File: src/design/mfek_pkg.sv
package mfek_pkg;

    localparam int MAX_VERTICES = 16;
    localparam int VID_W        = 4;
    localparam int SLOTS        = MAX_VERTICES * MAX_VERTICES;
    localparam int SLOT_W       = 2 * VID_W;
    localparam int CAP_BITS     = 20;
    localparam int RES_BITS     = CAP_BITS + 1;
    localparam int COST_BITS    = 16;
    localparam int PROD_BITS    = CAP_BITS + COST_BITS;
    localparam int FLOW_BITS    = 24;
    localparam int CSUM_BITS    = 54;
    localparam int AVG_BITS     = 28;
    localparam int FRAC_BITS    = 8;
    localparam int DVD_BITS     = CSUM_BITS + FRAC_BITS;
    localparam int DCNT_W       = 6;
    localparam int NV_W         = 5;
    localparam int CFG_IDX_W    = 2;
    localparam int CFG_DATA_W   = 5;

    localparam logic [CAP_BITS-1:0]  PATH_CAP  = CAP_BITS'(1000000);
    localparam logic [FLOW_BITS-1:0] FLOW_MAX  = '1;
    localparam logic [CSUM_BITS-1:0] CSUM_MAX  = '1;
    localparam logic [AVG_BITS-1:0]  AVG_MAX   = '1;
    localparam logic [NV_W-1:0]      NV_MAX    = NV_W'(MAX_VERTICES);
    localparam logic [DCNT_W-1:0]    DIV_STEPS = DCNT_W'(DVD_BITS);

    localparam logic [CFG_IDX_W-1:0] CFG_NUM_VERTICES = 2'd0;
    localparam logic [CFG_IDX_W-1:0] CFG_SOURCE_NODE  = 2'd1;
    localparam logic [CFG_IDX_W-1:0] CFG_SINK_NODE    = 2'd2;

    localparam logic [1:0] STATUS_OK           = 2'd0;
    localparam logic [1:0] STATUS_ZERO_FLOW    = 2'd1;
    localparam logic [1:0] STATUS_ANTIPARALLEL = 2'd2;

    typedef struct packed {
        logic [VID_W-1:0]     from_node;
        logic [VID_W-1:0]     to_node;
        logic [CAP_BITS-1:0]  edge_capacity;
        logic [COST_BITS-1:0] unit_cost;
        logic                 last_edge;
    } in_word_t;

    typedef struct packed {
        logic [FLOW_BITS-1:0] total_flow;
        logic [CSUM_BITS-1:0] total_cost;
        logic [AVG_BITS-1:0]  avg_cost;
        logic [1:0]           status;
    } out_word_t;

    typedef enum logic [4:0] {
        S_IDLE, S_COPY, S_COPY_TAIL, S_BFS_INIT, S_BFS_POP, S_BFS_SCAN, S_BFS_TAIL,
        S_BN_INIT, S_BN_RD, S_BN_CMP, S_AUG_INIT, S_AUG_RD, S_AUG_SUB, S_AUG_ADD,
        S_AUG_DONE, S_REC_A, S_REC_B, S_REC_C, S_REC_D, S_DIV_INIT, S_DIV, S_OUT
    } ctrl_state_t;

    typedef struct packed {
        logic load;
        logic copy_rd;
        logic bfs_init;
        logic pop;
        logic scan_issue;
        logic bn_init;
        logic bn_cmp;
        logic aug_init;
        logic aug_sub;
        logic aug_add;
        logic aug_done;
        logic rec_a;
        logic rec_b;
        logic rec_c;
        logic rec_d;
        logic div_init;
        logic div_step;
        logic out_load;
    } cmd_t;

    typedef struct packed {
        logic cp_last;
        logic terms_ok;
        logic n_zero;
        logic q_empty;
        logic scan_last;
        logic sink_found;
        logic path_done;
        logic rec_last;
        logic flow_zero;
        logic div_last;
        logic out_free;
    } stat_t;

endpackage

File: src/design/mfek_ctrl.sv
module mfek_ctrl (
    input  logic             aclk,
    input  logic             aresetn,
    input  logic             s_valid,
    input  logic             s_last,
    input  mfek_pkg::stat_t  stat,
    output mfek_pkg::cmd_t   cmd,
    output logic             s_ready
);

    mfek_pkg::ctrl_state_t state_reg, state_next;

    always_ff @(posedge aclk) begin
        if (!aresetn) begin
            state_reg <= mfek_pkg::S_IDLE;
        end else begin
            state_reg <= state_next;
        end
    end

    always_comb begin
        state_next = state_reg;
        case (state_reg)
            mfek_pkg::S_IDLE:      if (s_valid && s_last) state_next = mfek_pkg::S_COPY;
            mfek_pkg::S_COPY:      if (stat.cp_last) state_next = mfek_pkg::S_COPY_TAIL;
            mfek_pkg::S_COPY_TAIL: begin
                if (stat.terms_ok)    state_next = mfek_pkg::S_BFS_INIT;
                else if (stat.n_zero) state_next = mfek_pkg::S_DIV_INIT;
                else                  state_next = mfek_pkg::S_REC_A;
            end
            mfek_pkg::S_BFS_INIT:  state_next = mfek_pkg::S_BFS_POP;
            mfek_pkg::S_BFS_POP: begin
                if (!stat.q_empty)       state_next = mfek_pkg::S_BFS_SCAN;
                else if (stat.sink_found) state_next = mfek_pkg::S_BN_INIT;
                else                     state_next = mfek_pkg::S_REC_A;
            end
            mfek_pkg::S_BFS_SCAN:  if (stat.scan_last) state_next = mfek_pkg::S_BFS_TAIL;
            mfek_pkg::S_BFS_TAIL:  state_next = mfek_pkg::S_BFS_POP;
            mfek_pkg::S_BN_INIT:   state_next = mfek_pkg::S_BN_RD;
            mfek_pkg::S_BN_RD: begin
                state_next = stat.path_done ? mfek_pkg::S_AUG_INIT : mfek_pkg::S_BN_CMP;
            end
            mfek_pkg::S_BN_CMP:    state_next = mfek_pkg::S_BN_RD;
            mfek_pkg::S_AUG_INIT:  state_next = mfek_pkg::S_AUG_RD;
            mfek_pkg::S_AUG_RD: begin
                state_next = stat.path_done ? mfek_pkg::S_AUG_DONE : mfek_pkg::S_AUG_SUB;
            end
            mfek_pkg::S_AUG_SUB:   state_next = mfek_pkg::S_AUG_ADD;
            mfek_pkg::S_AUG_ADD:   state_next = mfek_pkg::S_AUG_RD;
            mfek_pkg::S_AUG_DONE:  state_next = mfek_pkg::S_BFS_INIT;
            mfek_pkg::S_REC_A:     state_next = mfek_pkg::S_REC_B;
            mfek_pkg::S_REC_B:     state_next = mfek_pkg::S_REC_C;
            mfek_pkg::S_REC_C:     state_next = mfek_pkg::S_REC_D;
            mfek_pkg::S_REC_D: begin
                state_next = stat.rec_last ? mfek_pkg::S_DIV_INIT : mfek_pkg::S_REC_A;
            end
            mfek_pkg::S_DIV_INIT: begin
                state_next = stat.flow_zero ? mfek_pkg::S_OUT : mfek_pkg::S_DIV;
            end
            mfek_pkg::S_DIV:       if (stat.div_last) state_next = mfek_pkg::S_OUT;
            mfek_pkg::S_OUT:       if (stat.out_free) state_next = mfek_pkg::S_IDLE;
            default:               state_next = mfek_pkg::S_IDLE;
        endcase
    end

    always_comb begin
        cmd        = '0;
        s_ready    = 1'b0;
        case (state_reg)
            mfek_pkg::S_IDLE: begin
                s_ready  = 1'b1;
                cmd.load = s_valid;
            end
            mfek_pkg::S_COPY:     cmd.copy_rd    = 1'b1;
            mfek_pkg::S_BFS_INIT: cmd.bfs_init   = 1'b1;
            mfek_pkg::S_BFS_POP:  cmd.pop        = !stat.q_empty;
            mfek_pkg::S_BFS_SCAN: cmd.scan_issue = 1'b1;
            mfek_pkg::S_BN_INIT:  cmd.bn_init    = 1'b1;
            mfek_pkg::S_BN_CMP:   cmd.bn_cmp     = 1'b1;
            mfek_pkg::S_AUG_INIT: cmd.aug_init   = 1'b1;
            mfek_pkg::S_AUG_SUB:  cmd.aug_sub    = 1'b1;
            mfek_pkg::S_AUG_ADD:  cmd.aug_add    = 1'b1;
            mfek_pkg::S_AUG_DONE: cmd.aug_done   = 1'b1;
            mfek_pkg::S_REC_A:    cmd.rec_a      = 1'b1;
            mfek_pkg::S_REC_B:    cmd.rec_b      = 1'b1;
            mfek_pkg::S_REC_C:    cmd.rec_c      = 1'b1;
            mfek_pkg::S_REC_D:    cmd.rec_d      = 1'b1;
            mfek_pkg::S_DIV_INIT: cmd.div_init   = 1'b1;
            mfek_pkg::S_DIV:      cmd.div_step   = 1'b1;
            mfek_pkg::S_OUT:      cmd.out_load   = stat.out_free;
            default:              cmd            = '0;
        endcase
    end

endmodule

File: config.mk
export PLATFORM = sky130hd
export DESIGN_NAME = mfek_ctrl
export DESIGN_NICKNAME = d
export VERILOG_FILES = /design/src/design/mfek_pkg.sv /design/src/design/mfek_ctrl.sv
export SDC_FILE = /design/constraint.sdc
export NUM_CORES = 1
export LEC_CHECK = 0
export ABC_AREA = 1
export BUFFER_PORTS_ARGS = -buffer_cell sky130_fd_sc_hd__buf_2
export CAP_MARGIN = 10
export CELL_PAD_IN_SITES_DETAIL_PLACEMENT = 0
export CELL_PAD_IN_SITES_GLOBAL_PLACEMENT = 1
export CORE_MARGIN = 10
export CORE_UTILIZATION = 31
export CTS_BUF_LIST = sky130_fd_sc_hd__clkbuf_8
export DETAILED_ROUTE_END_ITERATION = 7
export GPL_TIMING_DRIVEN = 0
export PLACE_DENSITY_LB_ADDON = 0.1
export SETUP_SLACK_MARGIN = 0.1
export SYNTH_ARGS = -nofsm -noshare
export SYNTH_HDL_FRONTEND = slang
export SYNTH_SLANG_ARGS = --single-unit
File: constraint.sdc
create_clock -name aclk -period 3.65 [get_ports aclk]
set_input_delay 0.365 -clock aclk [delete_from_list [all_inputs] [get_ports aclk]]
set_output_delay 0.365 -clock aclk [all_outputs]
set_load 0.01 [all_outputs]
==> results of run 1 <==
## worst min-delay path, cell delays in order
cell and delay, ns:
buf_2 0.09, nand2_1 0.05, inv_1 0.04
## per-layer routing
metal	global-route usage, %	up-vias
li1	-	506
met1	12.7	429
met2	19.2	21
met3	2.12	5
met4	5.28	0
met5	0	-
## cell usage in the layout (no fill, tap or decap)
master    netlist  final
nand2_1        40     40
buf_2           0     33
inv_1          28     29
nor2_1         20     20
nand3_1        14     14
nor2_2          8      8
o21ai_0         5      5
dfxtp_1         5      5
a21oi_1         4      4
nand4_1         3      3
clkbuf_8        0      3
nand2_2         2      2
inv_2           2      2
buf_6           1      1
buf_4           1      1
nor2_4          1      1
nor3b_1         1      1
nor3_1          1      1
o21ai_2         1      1
nand3b_1        1      1
nand3_2         1      1
and2_1          1      1
o211ai_1        1      1
## report_power, final
| group | leakage (nW) | switching, mW | internal (mW) |
|---|---|---|---|
| combinational | 0.589 | 0.130 | 0.0671 |
| sequential | 0.0406 | 0.0121 | 0.0632 |
| clock | 0.0269 | 0.0265 | 0.0720 |
| total | 0.657 | 0.169 | 0.202 |
## per-stage QoR
stage	instances	hold WS [ns]	instance area (um^2)	power, mW	setup WS [ns]
after floorplan	141	0.463	717	0.215	2.37
after global routing	206	0.396	962	0.406	1.71
final	206	0.342	962	0.371	1.91
after global placement	202	0.533	917	0.275	2.17
after detailed placement	202	0.536	917	0.276	2.15
after CTS	206	0.340	962	0.377	1.91
## worst paths after layout
| check | start | endpoint | slack (ns) | depth (start not counted) |
|---|---|---|---|---|
| max | state_reg[2] | cmd[14] | 1.91 | 5 |
| min reg2reg | state_reg[0] | state_reg[0] | 0.54 | 2 |
| min | aresetn | state_reg[3] | 0.34 | 3 |
| max reg2reg | state_reg[1] | state_reg[2] | 2.25 | 8 |
## cell type report
type                    instances  area (um^2)
repair buffers                 33          165
clock inverters                 1         3.75
fillers                       285         1250
plain buffers                   2         18.8
flip-flops and latches          5          100
well taps                      28         35.0
clock buffers                   3         41.3
inverters                      30          113
multi-input cells             104          485
## cell families after synthesis
kind of cell	Yosys count
AND/OR/NAND/NOR	93
AO/OA/AOI/OAI	11
flip-flops	5
buffers and inverters	32
==> out/metrics.csv, run 1 <==
stage;metric;value;unit
status;outcome;complete, no violations;
placement;hpwl dp;2.10;mm
sta;FMAX;576;MHz
grt;initial antenna violation count;0;
floorplan;core area;0.00221;mm^2
worst_setup_path;crit-path max cell delay;0.40;ns
sta;Sum Neg Setup Slack;0;ns
clock_network;post_cts resized;0;
placement;GP Congestion;0.833;
yosys;post-synthesis sequential area ratio;14.0;%
clock_network;clk slew on worst S/H paths;0.03;ns
detailed_routing;DRT Pass-1 Iters;4;
clock_network;total CTS buffers;3;
worst_setup_path;Worst Path Required;3.28;ns
sta;unrepaired setup endpoints after global routing;false;
detailed_routing;Final ANT Viol Nets;0;
placement;IO buf count;33;
yosys;Syn Std Cell Area;717;um^2
worst_setup_path;cells along the critical path;inv_1, nor2_2, nand2_1, nor2_1, buf_2;
detailed_routing;vias post-DR;961;
yosys;register bit total from synthesis;5;
worst_setup_path;CP delay by family, top;simple AND/OR/NAND/NOR gates;
clock_network;clock latency on the worst-skew pair;0.22;ns
cells_and_area;Ant. Diodes;0;
detailed_routing;met3 WL;178;um
yosys;top cells by count, synth;nand2_1 (40), inv_1 (28), nor2_1 (20), nand3_1 (14), nor2_2 (8);
sta;max-slew violation count;0;
yosys;mux cell area share after synthesis;0;%
worst_setup_path;Slowest-stage cell, CP;dfxtp_1;
sta;Worst-Margin Slew;0.386;ns
pwr;Leakage;0.657;nW
detailed_routing;Vias/cell;4.67;
sta;Slew headroom;74.3;%
grt;gr usage total;11.1;%
detailed_routing;WL per Instance;11.6;um
detailed_routing;DRC Markers;0;
worst_setup_path;crit path kind;reg2out;
grt;first-pass GRT wire length;4.00;mm
detailed_routing;Iter 0 DRT Violations;43;
yosys;synthesis warning total;0;
floorplan;initial core utilization;32.4;%
worst_setup_path;CP startpoint kind;flip-flop;
worst_setup_path;CP max FO;8;
sta;final hold violation count;0;
detailed_routing;Routed Wire Length;2.40;mm
clock_network;CTS Sinks;5;
grt;vias in the first global route;904;
floorplan;Die W;68.1;um
yosys;syn_area_per_cell;5.08;um^2
clock_network;CTS root buf;clkbuf_8;
floorplan;io pins;34;
worst_setup_path;critical path buffer and inverter count;2;
pwr;Max IR drop VDD;248;uV
yosys;EDFF count, synth;0;
grt;Overflow after GRT;0;
clock_network;setup bufs post-CTS;0;
job;Max Cap Viol;0;
cells_and_area;layout cells sized above 1;29.8;%
yosys;main combinational cell family by area after synthesis;simple AND/OR/NAND/NOR gates;
yosys;Cells after Synth;141;
floorplan;Die H;68.1;um
detailed_routing;met1 WL;961;um
sta;Clock Skews;0.000256;ns
detailed_routing;max layer used;met4;
yosys;Most used DFF post-synth;dfxtp_1;
cells_and_area;Final Core Density;43.5;%
clock_network;CTS H-tree lvls;1;
yosys;Compound-Gate Fraction of Synth Area;8.55;%
sta;Tcrit/Tclk final;47.6;%
yosys;count leader, synth;nand2_1;
cells_and_area;synthesis-to-layout area growth;34.2;%
floorplan;Site Rows;17;
sta;min cycle time layout;1.74;ns
clock_network;CTS Hold Bufs;0;
sta;Final Setup Violations;0;
grt;largest net degree at the start of global routing;11;
worst_setup_path;Worst EP arrival;1.37;ns
yosys;Synth cell types;21;
yosys;asr flop ratio synth;0;%
clock_network;Max Root-Sink Buffers;2;
yosys;Post-Syn Nets;156;
worst_setup_path;Critical Path End Type;output port;
yosys;top post-synthesis cells by area;nand2_1 (21%), inv_1 (15%), dfxtp_1 (14%), nor2_1 (10%), nand3_1 (9.8%);
hold_path;Hold WC Path Type;in2reg;
pwr;Power Density;386;mW/mm^2
yosys;dominant cell type by area after synthesis;nand2_1;
cells_and_area;max FFs per register;5;
yosys;Synth Area in Adders;0;%
yosys;post-synth top area share;20.9;%
clock_network;CTS tree;yes;
detailed_routing;met2 routed WL;1.22;mm
cells_and_area;Post-layout nets;194;
yosys;Post-Synth Simple-Gate Area;59.2;%
yosys;XOR/XNOR Fraction of Synth Area;0;%
floorplan;die area;0.00464;mm^2
Note: power is estimated with default switching activity, not from simulation.
==> run 2: changes to the inputs <==
--- a/config.mk
+++ b/config.mk
@@ -11,7 +11,7 @@
 export CELL_PAD_IN_SITES_DETAIL_PLACEMENT = 0
 export CELL_PAD_IN_SITES_GLOBAL_PLACEMENT = 1
 export CORE_MARGIN = 10
-export CORE_UTILIZATION = 31
+export CORE_UTILIZATION = 29
 export CTS_BUF_LIST = sky130_fd_sc_hd__clkbuf_8
 export DETAILED_ROUTE_END_ITERATION = 7
 export GPL_TIMING_DRIVEN = 0
==> constraint.sdc (replaced) <==
create_clock -name aclk -period 1.74 [get_ports aclk]
set_input_delay 0.174 -clock aclk [delete_from_list [all_inputs] [get_ports aclk]]
set_output_delay 0.174 -clock aclk [all_outputs]
set_load 0.01 [all_outputs]
==> run 2 against run 1 <==
Cell area did not move. Critical path depth is the same. Clock power is 110% higher. Utilization shrank 1.2 points. Via count fell by 3.1%. Highest routed layer unchanged.
==> out/metrics.csv, run 2 (synthesized netlist as in run 1, its figures left out) <==
stage;metric;value;unit
status;outcome;complete, no violations;
cells_and_area;max FFs per register;5;
worst_setup_path;Worst EP arrival;1.36;ns
pwr;Power Density;815;mW/mm^2
grt;vias in the first global route;933;
detailed_routing;DRT Pass-1 Iters;4;
cells_and_area;leading cell types in the layout, fill and taps excluded;nand2_1 (40), buf_2 (33), inv_1 (29), nor2_1 (20), nand3_1 (14);
placement;GP Congestion;0.837;
clock_network;total CTS buffers;3;
sta;Sum Neg Setup Slack;0;ns
floorplan;core area;0.00228;mm^2
placement;dpl cell area;917;um^2
worst_setup_path;CP max FO;8;
clock_network;CTS tree;yes;
grt;largest net degree at the start of global routing;11;
hold_path;Hold WC Path Type;in2reg;
placement;hpwl dp;2.12;mm
grt;first-pass GRT wire length;4.05;mm
worst_setup_path;crit path kind;reg2out;
sta;Clock Skews;0.00105;ns
detailed_routing;vias post-DR;931;
detailed_routing;Routed Wire Length;2.50;mm
floorplan;Die H;69.7;um
worst_setup_path;Critical Path End Type;output port;
cells_and_area;FILL cells;270;
pwr;post-route total power;784;uW
clock_network;CTS Sinks;5;
sta;unrepaired setup endpoints after global routing;true;
placement;IO buf count;33;
pwr;Leakage;0.657;nW
detailed_routing;Final ANT Viol Nets;0;
floorplan;io pins;34;
floorplan;Die W;69.7;um
job;Max Cap Viol;0;
detailed_routing;Vias/cell;4.52;
clock_network;Max Root-Sink Buffers;2;
sta;Final Setup Violations;0;
clock_network;CTS root buf;clkbuf_8;
cells_and_area;commonest non-fill, non-tap cell in the layout;nand2_1;
detailed_routing;Iter 0 DRT Violations;38;
pwr;Max IR drop VDD;635;uV
floorplan;die area;0.00486;mm^2
cells_and_area;Final Cell Area;962;um^2
sta;min cycle time layout;1.53;ns
floorplan;Site Rows;17;
floorplan;initial core utilization;31.5;%
grt;initial antenna violation count;0;
grt;gr usage total;9.88;%
sta;Tcrit/Tclk final;88.0;%
clock_network;clk slew on worst S/H paths;0.03;ns
grt;Overflow after GRT;0;
sta;max-slew violation count;0;
worst_setup_path;CP startpoint kind;flip-flop;
cells_and_area;synthesis-to-layout area growth;34.2;%
clock_network;CTS H-tree lvls;1;
sta;FMAX;653;MHz
worst_setup_path;Worst Path Required;1.57;ns
detailed_routing;WL per Instance;12.1;um
clock_network;post_cts resized;0;
sta;final hold violation count;0;
cells_and_area;layout cells sized above 1;29.8;%
detailed_routing;DRC Markers;0;
sta;Slew headroom;76.1;%
cells_and_area;Post-layout nets;194;
clock_network;clock latency on the worst-skew pair;0.22;ns
cells_and_area;Ant. Diodes;0;
sta;Worst-Margin Slew;0.358;ns
-- run 2: cell counts in the layout (fill, tap and decap cells not counted) --
Identical to the previous run, type by type.
-- run 2: worst paths after layout --
path / startpoint / cells past startpoint / end / slack (ns)
worst max-delay path: state_reg[2] / 5 / cmd[14] / 0.21
worst min-delay path: aresetn / 3 / state_reg[3] / 0.15
worst max register to register: state_reg[2] / 8 / state_reg[4] / 0.30
worst min register to register: state_reg[2] / 2 / state_reg[2] / 0.57
-- run 2: power breakdown --
group / leakage, nW / switching [mW] / internal [mW]
clock network: 0.0269 / 0.0581 / 0.151
logic: 0.589 / 0.276 / 0.141
registers: 0.0406 / 0.0255 / 0.133
total: 0.657 / 0.359 / 0.425
-- run 2: cell type report --
cell class	instances	area [um^2]	area share [%]
Clock inverter	1	3.75	0.390
Timing Repair Buffer	33	165	17.2
Multi-Input combinational cell	104	485	50.5
Clock buffer	3	41.3	4.29
Sequential cell	5	100	10.4
Tap cell	28	35.0	3.64
Inverter	30	113	11.7
Buffer	2	18.8	1.95
-- run 2: repair_timing --
action / 4_1_cts / 5_1_grt
setup buffers: 0 / 0
endpoints found under the setup margin: 0 / 1
hold buffers: 0 / 0
-- run 2: worst max-delay path: stages, from the launching register on --
cell and delay (ns):
dfxtp_1 0.40, inv_1 0.07, nor2_2 0.29, nand2_1 0.13, nor2_1 0.09, buf_2 0.13
-- run 2: metrics by stage --
stage | util (%) | std cells | worst slack [ns] | hold WS (ns)
3_3_place_gp | 40.3 | 202 | 0.356 | 0.372
2_1_floorplan | - | 141 | 0.536 | 0.272
5_1_grt | 42.3 | 206 | 0.0821 | 0.181
3_5_place_dp | 40.3 | 202 | 0.341 | 0.379
6_report | 42.3 | 206 | 0.208 | 0.150
4_1_cts | 42.3 | 206 | 0.197 | 0.149
-- run 2: layer usage --
metal,GRT usage (%),wire length (um)
met1,10.7,1070
met3,1.85,123
met4,3.91,28
met5,0,0
met2,18.1,1280
